### config.mk
export PLATFORM = sky130hd
export DESIGN_NAME = texture_slot_binder
export DESIGN_NICKNAME = d
export VERILOG_FILES = /design/src/hdl/tsb_pkg.sv /design/src/hdl/tsb_match.sv /design/src/hdl/texture_slot_binder.sv
export SDC_FILE = /design/constraint.sdc
export NUM_CORES = 2
export LEC_CHECK = 0
export BUFFER_PORTS_ARGS = -buffer_cell sky130_fd_sc_hd__buf_4
export CAP_MARGIN = 0
export CORE_ASPECT_RATIO = 1.5
export CORE_MARGIN = 1.5
export CORE_UTILIZATION = 40
export DETAILED_ROUTE_END_ITERATION = 8
export GPL_TIMING_DRIVEN = 0
export PLACE_DENSITY = 0.56
export SLEW_MARGIN = 20
export SYNTH_ARGS = -nofsm -noshare
export SYNTH_HDL_FRONTEND = slang
export SYNTH_SLANG_ARGS = --single-unit
### constraint.sdc
create_clock -name clock -period 8.99 [get_ports clock]
set_input_delay 1.798 -clock clock [delete_from_list [all_inputs] [get_ports clock]]
set_output_delay 1.798 -clock clock [all_outputs]
set_load 0.02 [all_outputs]
### src/hdl/tsb_pkg.sv
package tsb_pkg;

   localparam int unsigned SLOTS   = 32;
   localparam int unsigned IDX_W   = $clog2(SLOTS);
   localparam int unsigned CNT_W   = IDX_W + 1;
   localparam int unsigned ID_W    = 32;
   localparam int unsigned OP_W    = 2;
   localparam int unsigned CSR_W   = 6;

   localparam logic [CSR_W-1:0] SLOT_COUNT_RESET = CSR_W'(31);

   localparam logic [OP_W-1:0] OP_BIND       = 2'd0;
   localparam logic [OP_W-1:0] OP_UNBIND     = 2'd1;
   localparam logic [OP_W-1:0] OP_UNBIND_ALL = 2'd2;

   typedef struct packed {
      logic [OP_W-1:0] opcode;
      logic [ID_W-1:0] texture_id;
   } tsb_req_type;

   typedef struct packed {
      logic [IDX_W-1:0] slot;
      logic             hit;
   } tsb_rsp_type;

   typedef struct packed {
      logic             hit;
      logic [IDX_W-1:0] slot;
   } tsb_match_type;

endpackage

### src/hdl/tsb_match.sv
module tsb_match (
   input  logic                                     clock,
   input  logic                                     reset,
   input  logic [tsb_pkg::SLOTS-1:0][tsb_pkg::ID_W-1:0] entry_id,
   input  logic [tsb_pkg::SLOTS-1:0]                entry_valid,
   input  logic [tsb_pkg::ID_W-1:0]                 lookup_id,
   output tsb_pkg::tsb_match_type                   match
);

   logic [tsb_pkg::SLOTS-1:0] hit_vec;

   always_comb begin
      for (int i = 0; i < tsb_pkg::SLOTS; i++) begin
         hit_vec[i] = entry_valid[i] && (entry_id[i] == lookup_id);
      end
   end

   // lowest matching slot wins
   always_comb begin
      match.hit  = |hit_vec;
      match.slot = '0;
      for (int i = tsb_pkg::SLOTS - 1; i >= 0; i--) begin
         if (hit_vec[i]) begin
            match.slot = tsb_pkg::IDX_W'(i);
         end
      end
   end

   // a miss-only insert never leaves two live copies of one id
   assert property (@(posedge clock) disable iff (reset) $onehot0(hit_vec))
      else $error("duplicate live texture id in slot table");

endmodule

### src/hdl/texture_slot_binder.sv
// Channel  Dir  Handshake            Payload
// req      in   req_valid/req_stall  tsb_req_type (opcode, texture_id)
// rsp      out  rsp_valid/rsp_stall  tsb_rsp_type (slot, hit)
// csr      in   csr_valid/csr_ready  slot_count, 6 bits
//
// One item per cycle while the response is not stalled; each item is held in
// the request register and then sits in the response register until it is
// taken. The parallel tag compare plus pointer update sets the cycle.
// Reset clears all valid marks, the replacement pointer, and loads slot_count
// with 31; no clearing pass is needed. A stalled response holds the request
// register, which then stalls req.
module texture_slot_binder (
   input  logic                 clock,
   input  logic                 reset,
   input  logic                 req_valid,
   output logic                 req_stall,
   input  tsb_pkg::tsb_req_type req_data,
   output logic                 rsp_valid,
   input  logic                 rsp_stall,
   output tsb_pkg::tsb_rsp_type rsp_data,
   input  logic                 csr_valid,
   output logic                 csr_ready,
   input  logic [tsb_pkg::CSR_W-1:0] csr_data
);

   logic                              req_valid_ff;
   tsb_pkg::tsb_req_type              req_data_ff;
   logic                              rsp_valid_ff;
   tsb_pkg::tsb_rsp_type              rsp_data_ff;
   tsb_pkg::tsb_rsp_type              rsp_data_in;
   logic [tsb_pkg::CSR_W-1:0]         slot_count_ff;
   logic [tsb_pkg::SLOTS-1:0]         valid_ff;
   logic [tsb_pkg::SLOTS-1:0]         valid_in;
   logic [tsb_pkg::IDX_W-1:0]         next_slot_ff;
   logic [tsb_pkg::IDX_W-1:0]         next_slot_in;
   logic [tsb_pkg::SLOTS-1:0][tsb_pkg::ID_W-1:0] id_ff;

   tsb_pkg::tsb_match_type            match;
   logic                              advance;
   logic                              id_write;
   logic [tsb_pkg::CNT_W-1:0]         count;
   logic [tsb_pkg::IDX_W-1:0]         victim;
   logic [tsb_pkg::CNT_W-1:0]         victim_inc;

   tsb_match u_match (
      .clock       (clock),
      .reset       (reset),
      .entry_id    (id_ff),
      .entry_valid (valid_ff),
      .lookup_id   (req_data_ff.texture_id),
      .match       (match)
   );

   assign advance   = req_valid_ff && (!rsp_valid_ff || !rsp_stall);
   assign req_stall = req_valid_ff && !advance;
   assign rsp_valid = rsp_valid_ff;
   assign rsp_data  = rsp_data_ff;
   assign csr_ready = 1'b1;

   // clamp slot_count to 1..SLOTS
   always_comb begin
      if (slot_count_ff == '0) begin
         count = tsb_pkg::CNT_W'(1);
      end else if (slot_count_ff > tsb_pkg::CSR_W'(tsb_pkg::SLOTS)) begin
         count = tsb_pkg::CNT_W'(tsb_pkg::SLOTS);
      end else begin
         count = tsb_pkg::CNT_W'(slot_count_ff);
      end
   end

   always_comb begin
      if ({1'b0, next_slot_ff} >= count) begin
         victim = '0;
      end else begin
         victim = next_slot_ff;
      end
      victim_inc = {1'b0, victim} + tsb_pkg::CNT_W'(1);
   end

   always_comb begin
      valid_in     = valid_ff;
      next_slot_in = next_slot_ff;
      rsp_data_in  = '0;
      id_write     = 1'b0;
      case (req_data_ff.opcode)
         tsb_pkg::OP_BIND: begin
            if (match.hit) begin
               rsp_data_in.slot = match.slot;
               rsp_data_in.hit  = 1'b1;
            end else begin
               id_write         = 1'b1;
               valid_in[victim] = 1'b1;
               next_slot_in     = (victim_inc == count) ? '0
                                                        : victim_inc[tsb_pkg::IDX_W-1:0];
               rsp_data_in.slot = victim;
            end
         end
         tsb_pkg::OP_UNBIND: begin
            if (match.hit) begin
               valid_in[match.slot] = 1'b0;
               rsp_data_in.slot     = match.slot;
               rsp_data_in.hit      = 1'b1;
            end
         end
         tsb_pkg::OP_UNBIND_ALL: begin
            valid_in     = '0;
            next_slot_in = '0;
         end
         default: begin
            valid_in = valid_ff;
         end
      endcase
   end

   always_ff @(posedge clock) begin
      if (reset) begin
         req_valid_ff  <= 1'b0;
         rsp_valid_ff  <= 1'b0;
         valid_ff      <= '0;
         next_slot_ff  <= '0;
         slot_count_ff <= tsb_pkg::SLOT_COUNT_RESET;
      end else begin
         if (req_valid && !req_stall) begin
            req_valid_ff <= 1'b1;
         end else if (advance) begin
            req_valid_ff <= 1'b0;
         end
         if (advance) begin
            rsp_valid_ff <= 1'b1;
            valid_ff     <= valid_in;
            next_slot_ff <= next_slot_in;
         end else if (!rsp_stall) begin
            rsp_valid_ff <= 1'b0;
         end
         if (csr_valid && csr_ready) begin
            slot_count_ff <= csr_data;
         end
      end
   end

   always_ff @(posedge clock) begin
      if (req_valid && !req_stall) begin
         req_data_ff <= req_data;
      end
      if (advance) begin
         rsp_data_ff <= rsp_data_in;
      end
      if (advance && id_write) begin
         id_ff[victim] <= req_data_ff.texture_id;
      end
   end

   assert property (@(posedge clock) disable iff (reset)
      advance && req_data_ff.opcode == tsb_pkg::OP_UNBIND_ALL
      |=> valid_ff == '0 && next_slot_ff == '0)
      else $error("unbind all left live slots or pointer");

   assert property (@(posedge clock) disable iff (reset)
      advance && req_data_ff.opcode == tsb_pkg::OP_BIND && !match.hit
      |=> valid_ff[$past(victim)] && rsp_data_ff.slot == $past(victim) && !rsp_data_ff.hit)
      else $error("bind miss did not claim victim slot");

   assert property (@(posedge clock) disable iff (reset)
      rsp_valid_ff && rsp_stall |=> rsp_valid_ff && $stable(rsp_data_ff))
      else $error("stalled response lost");

   assert property (@(posedge clock) disable iff (reset)
      req_stall |-> req_valid_ff && rsp_valid_ff && rsp_stall)
      else $error("request stalled without back pressure");

endmodule

# Word-level counts from Yosys, hierarchy flattened
# Index checks and enable logic that the tools add are counted.
# word_totals
ff_bits	1109
inputBits	45
output_inout_bits	9
elab_cells	198
# classes
add_sub_neg	1
n_lt_le_gt_ge	6
eq_ne	38
n_mux	58
bitwise	3
n_reduce_logical	51
# op_table
cell	n
bitwise mux 1024 bit	1
equality test 32 bit	32
two-way mux 5 bit	36
demux 32 bit (select 5 bit)	1
two-way mux 32 bit	3
case mux 32 bit (3 select lines)	1
logical AND 1 bit	38
AND 32 bit	1
NOT 32 bit	1
bitwise OR 32 bit	1
OR reduction 32 bit	1
two-way mux 6 bit	3
less-than comparator 5 x 6 -> 1 bit (second input constant)	2
case mux 6 bit (2 select lines)	1
demux 1 bit (select 5 bit)	2
greater-or-equal comparator 5 x 1 -> 1 bit (second input constant)	2
case mux 5 bit (2 select lines)	1
two-way mux 1 bit	9
adder 5 x 1 -> 6 bit (second input constant)	1
equality test 6 bit	1
greater-or-equal comparator 5 x 6 -> 1 bit	1
> comparator 6 bit (second input constant)	1
logical NOT 6 bit	1
logical NOT 1 bit	4
10 further kinds	12

# Logic depth before layout (Yosys ltp)
# logic_depth
word_depth	42
ltp_mapped	20
depth_no_buf	20

# Hierarchy
# From an unflattened synthesis, not the netlist that was laid out.
# hier_totals
cells_unflattened	3042
area_unflattened_um2	47261.6
# by_module_without_submodules
module	n_inst	cells_per_inst	area_each_um2	seq_area_each_um2
texture_slot_binder	1	1455	34798.4	32851.5
tsb_match	1	1587	12463.2	0.0

# Worst setup path after synthesis
# OpenSTA, ideal clock, no wires.
# synth_path
path_kind	register -> register
startpoint	register req_data_ff[31] (netlist name)
endpoint	register id_ff[1000] (netlist name) (enable)
setup_time_ns	0.461
t_arrival_ns	5.518
t_required_ns	8.529
slack_ns	3.011
stages_incl_launch_ff	13
path_buffers	2
synth_period_minus_slack_ns	5.979
path_cell_list	edfxtp_1 buf_4 buf_12 xor2_1 nor4b_1 and4_1 and3_4 nor4_4 nor4b_1 nand2_1 nor2_1 nand2_1 nor3_1
# synth_via
elab_chain_cells	6
word_cells_on_any_way	68
classes_between	32 x eq/ne; 2 x mux; 34 x reduce/logical
# synth_rtl
element	line_no	source
start, declared	texture_slot_binder.sv:27	tsb_pkg::tsb_req_type req_data_ff;
start signal, assigned	texture_slot_binder.sv:143	req_data_ff <= req_data;
equality test 32 bit	tsb_match.sv:14	hit_vec[i] = entry_valid[i] && (entry_id[i] == lookup_id);
logical AND 1 bit	tsb_match.sv:14	
OR reduction 32 bit *	tsb_match.sv:20	match.hit = |hit_vec;
two-way mux 1 bit *	texture_slot_binder.sv:87	if (match.hit) begin
two-way mux 1 bit *	texture_slot_binder.sv:85	case (req_data_ff.opcode)
logical AND 1 bit *	texture_slot_binder.sv:148	if (advance && id_write) begin
end signal, assigned by index	texture_slot_binder.sv:149	id_ff[victim] <= req_data_ff.texture_id;
end, declared	texture_slot_binder.sv:36	logic [tsb_pkg::SLOTS-1:0][tsb_pkg::ID_W-1:0] id_ff;
# Mark *: on every way between the ends. The rest lies on a longest branch, timed or not.
# A chain may end at the register's enable or synchronous reset.

# Final worst setup path
# layout_path
startpoint	register req_data_ff[16] (netlist name)
endpoint	register id_ff[940] (netlist name) (enable)
# Same word-level chain as after synthesis.

==> results.json <==
{
  "leakage_nw": 19.7,
  "core-area_um2": 125000,
  "clock_latency_ns": 0.77,
  "via_per_inst": 6.09,
  "cts_root_buffer": "clkbuf_16",
  "ctsResizeCount": 0,
  "postRouteAntennaNets": 0,
  "fin_util_pct": 47.4,
  "ys_top_cells_by_area": "edfxtp_1, xor2_1, nor4_1",
  "boundaryPins": 54,
  "finalHoldViolCount": 0,
  "synth_fp_nets": 3519,
  "rows": 159,
  "synth_top_area_share_pct": 63.2,
  "dp_slack_ns": 1.78,
  "finalNetCount": 3840,
  "synth-async-reset-ratio_pct": 0,
  "cap_violations": 0,
  "final.setup_skew_ns": 0.0457,
  "slew_headroom_pct": 13.2,
  "p_total_mw": 11.1,
  "place_inst": 5285,
  "drt_wl_total_um": 207000,
  "rsz0062_at_grt": "no",
  "grt_overflow_total": 0,
  "combPwrFrac_pct": 9.1,
  "dieArea_um2": 129000,
  "crit_path_max_incr_delay_ns": 0.82,
  "fin_crit_ns": 7.27,
  "synth_seq_cells": 1109,
  "holdWs_ns": 0.494,
  "worstSetupStartpointType": "flop",
  "fin_crit_sh_pct": 80.8,
  "synth.most_common_cell": "edfxtp_1",
  "yosysWarnings": 0,
  "fin_setup_tns_ns": 0,
  "vias": 33400,
  "drive_above_1_share_pct": 14.9,
  "first_pass_iters": 7,
  "antenna_found_initial": 16,
  "nFillCells": 11000,
  "rrSetupSlack_ns": 1.72,
  "crit_path_frequent_cell": "buf_4",
  "cpLargestDelayFamily": "simple AND/OR/NAND/NOR gates",
  "setup_violations": 0,
  "ys_seq_area_share_pct": 65.0,
  "postCtsSetupBuffers": 0,
  "gp_congestion": 0.961,
  "multi_input_area_um2": 16600,
  "critPathArrivalTime_ns": 7.72,
  "seqCellArea_um2": 32900,
  "grt_pass1_wl_um": 275000,
  "first_global_vias": 32700,
  "slew_viol_final": 0,
  "syn_area_per_cell_um2": 14.6,
  "synthDistinctLibCells": 85,
  "tightest_slew_ns": 1.29,
  "placed_cell_area_um2": 56200,
  "seq_power_share_pct": 51.3,
  "internal-power_mw": 8.36,
  "stdcell_area_um2": 59500,
  "clock_sinks": 1109,
  "cts_max_level": 3,
  "synth_edf_count": 1064,
  "cts_tree": "yes",
  "syn-instance-count": 3461,
  "switching_share_pct": 24.9,
  "synth_top_cell_by_area": "edfxtp_1",
  "grt_max_degree": 29,
  "p_sw_mw": 2.78,
  "netlist_top_cells_count": "edfxtp_1, xor2_1, nor4_1",
  "drc": 0,
  "cts_hold_buf": 0,
  "pwr-share-clk_pct": 39.6,
  "hold_path.class": "reg2reg",
  "fmaxAchievable_mhz": 138,
  "critPathCaptureType": "flop",
  "crit_chain": "buf_8 -> buf_8 -> buf_4 -> buf_4 -> buf_4 -> xor2_1 -> nor4_1 -> nand4_1 -> or3_1 -> nand4b_1 -> nor4_2 -> nand2_1 -> nor2_1 -> nand2_2 -> nor3_2 -> buf_4 -> buf_4",
  "path_clk_slew_ns": 0.07,
  "track_usage_pct": 32.0,
  "dieHeight_um": 438,
  "port-buffer-count": 51,
  "dp_hpwl_um": 149000,
  "criticalPathCategory": "reg2reg",
  "syn_area_um2": 50600,
  "crit_buf_inv": 7,
  "clockBufferDepth": 3,
  "final_cells": 5477,
  "power_density_nw_per_um2": 187,
  "cp_slowest_cell": "nor3_2",
  "synth_ff_type": "edfxtp_1",
  "first_iter_violations": 3910,
  "crit_fanout": 11,
  "die_x_um": 293,
  "post_drt_wl_per_cell_um": 37.7,
  "initial_utilization_pct": 40.3,
  "area_growth_pct": 17.6,
  "cts-buffers-inserted": 105,
  "worstPathRequired_ns": 9.44,
  "vdd_drop_max_v": 0.000149,
  "status": "finished clean",
  "layout_setup_ws_ns": 1.72
}
per-layer routing:
metal	routed length (µm)	track usage (%)	share of wire (%)
met5	35	0.0750	0.017
met4	19700	25.7	9.5
met3	14000	5.04	6.8
met2	100000	53.9	49
met1	72500	36.0	35
power groups by stage:
stage | registers (mW) | clock network [mW] | logic (mW)
after floorplan | 5.83 | 0 | 0.420
after global placement | 6.00 | 0 | 0.717
after detailed placement | 5.82 | 0 | 0.992
after CTS | 5.71 | 4.41 | 0.996
after global routing | 5.71 | 4.60 | 1.03
final | 5.71 | 4.41 | 1.02
kinds of logic after synthesis:
logic type / synth area share (%)
AO/OA/AOI/OAI: 2.06
flip-flops: 65.0
buffers and inverters: 2.77
other: 0.00742
AND/OR/NAND/NOR: 11.9
XOR/XNOR: 17.9
adder cells (fa/ha/maj): 0.322
multiplexers: 0.119
sequential cells by signal, indices dropped and copies added, names as in the netlist:
| name | flops |
|---|---|
| slot_count_ff | 6 |
| rsp_valid | 1 |
| req_valid_ff | 1 |
| req_data_ff | 34 |
| valid_ff | 32 |
| rsp_data | 6 |
| next_slot_ff | 5 |
| id_ff | 1024 |
layout make-up:
class / count / area share (%)
flip-flops and latches: 1109 / 55.3
multi-input cells: 2174 / 27.9
well taps: 1610 / 3.39
diodes: 5 / 0.0210
repair buffers: 214 / 5.58
plain buffers: 153 / 2.20
inverters: 25 / 0.158
clock inverters: 52 / 0.722
clock buffers: 135 / 4.75
cells in the final DEF, fill, tap and decap left out, types with 8 or more instances in the layout:
master     instances
buf_4            121
nor2_1            59
xor2_1           868
a21oi_1           24
o221ai_1           8
or4_1             16
or3b_2             8
o21ai_0            9
inv_1             25
xnor2_1          157
nand2_1           80
ha_1              13
buf_6             64
nor3_2             9
nand2b_1          21
buf_2             18
buf_8             93
clkinv_2          20
clkbuf_1          39
nand4_1          106
o211a_1           14
nand4b_1          45
nand3_1           65
buf_16            46
nor2_4            28
clkbuf_16        107
a41o_1            10
or3_1             20
dfxtp_1           45
buf_12             9
nor3_1            74
nor4_1           376
clkinv_1          17
nor4b_1           24
edfxtp_1        1064
worst register-to-register path, stage by stage, from the launching register on:
cell and delay, ns:
edfxtp_1 0.81, buf_8 0.28, buf_8 0.21, buf_4 0.20
buf_4 0.43, buf_4 0.43, xor2_1 0.32, nor4_1 0.10
nand4_1 0.08, or3_1 0.41, nand4b_1 0.25, nor4_2 0.74
nand2_1 0.37, nor2_1 0.44, nand2_2 0.52, nor3_2 0.83
buf_4 0.33, buf_4 0.23
worst paths after layout:
path                endpoint  cells after the start             from
setup / recovery  id_ff[940]                     17  req_data_ff[16]
hold / removal     rsp_valid                      2     req_valid_ff
setup reg to reg  id_ff[940]                     17  req_data_ff[16]
hold reg to reg    rsp_valid                      2     req_valid_ff
No activity file was read; power rests on OpenSTA's default activity.
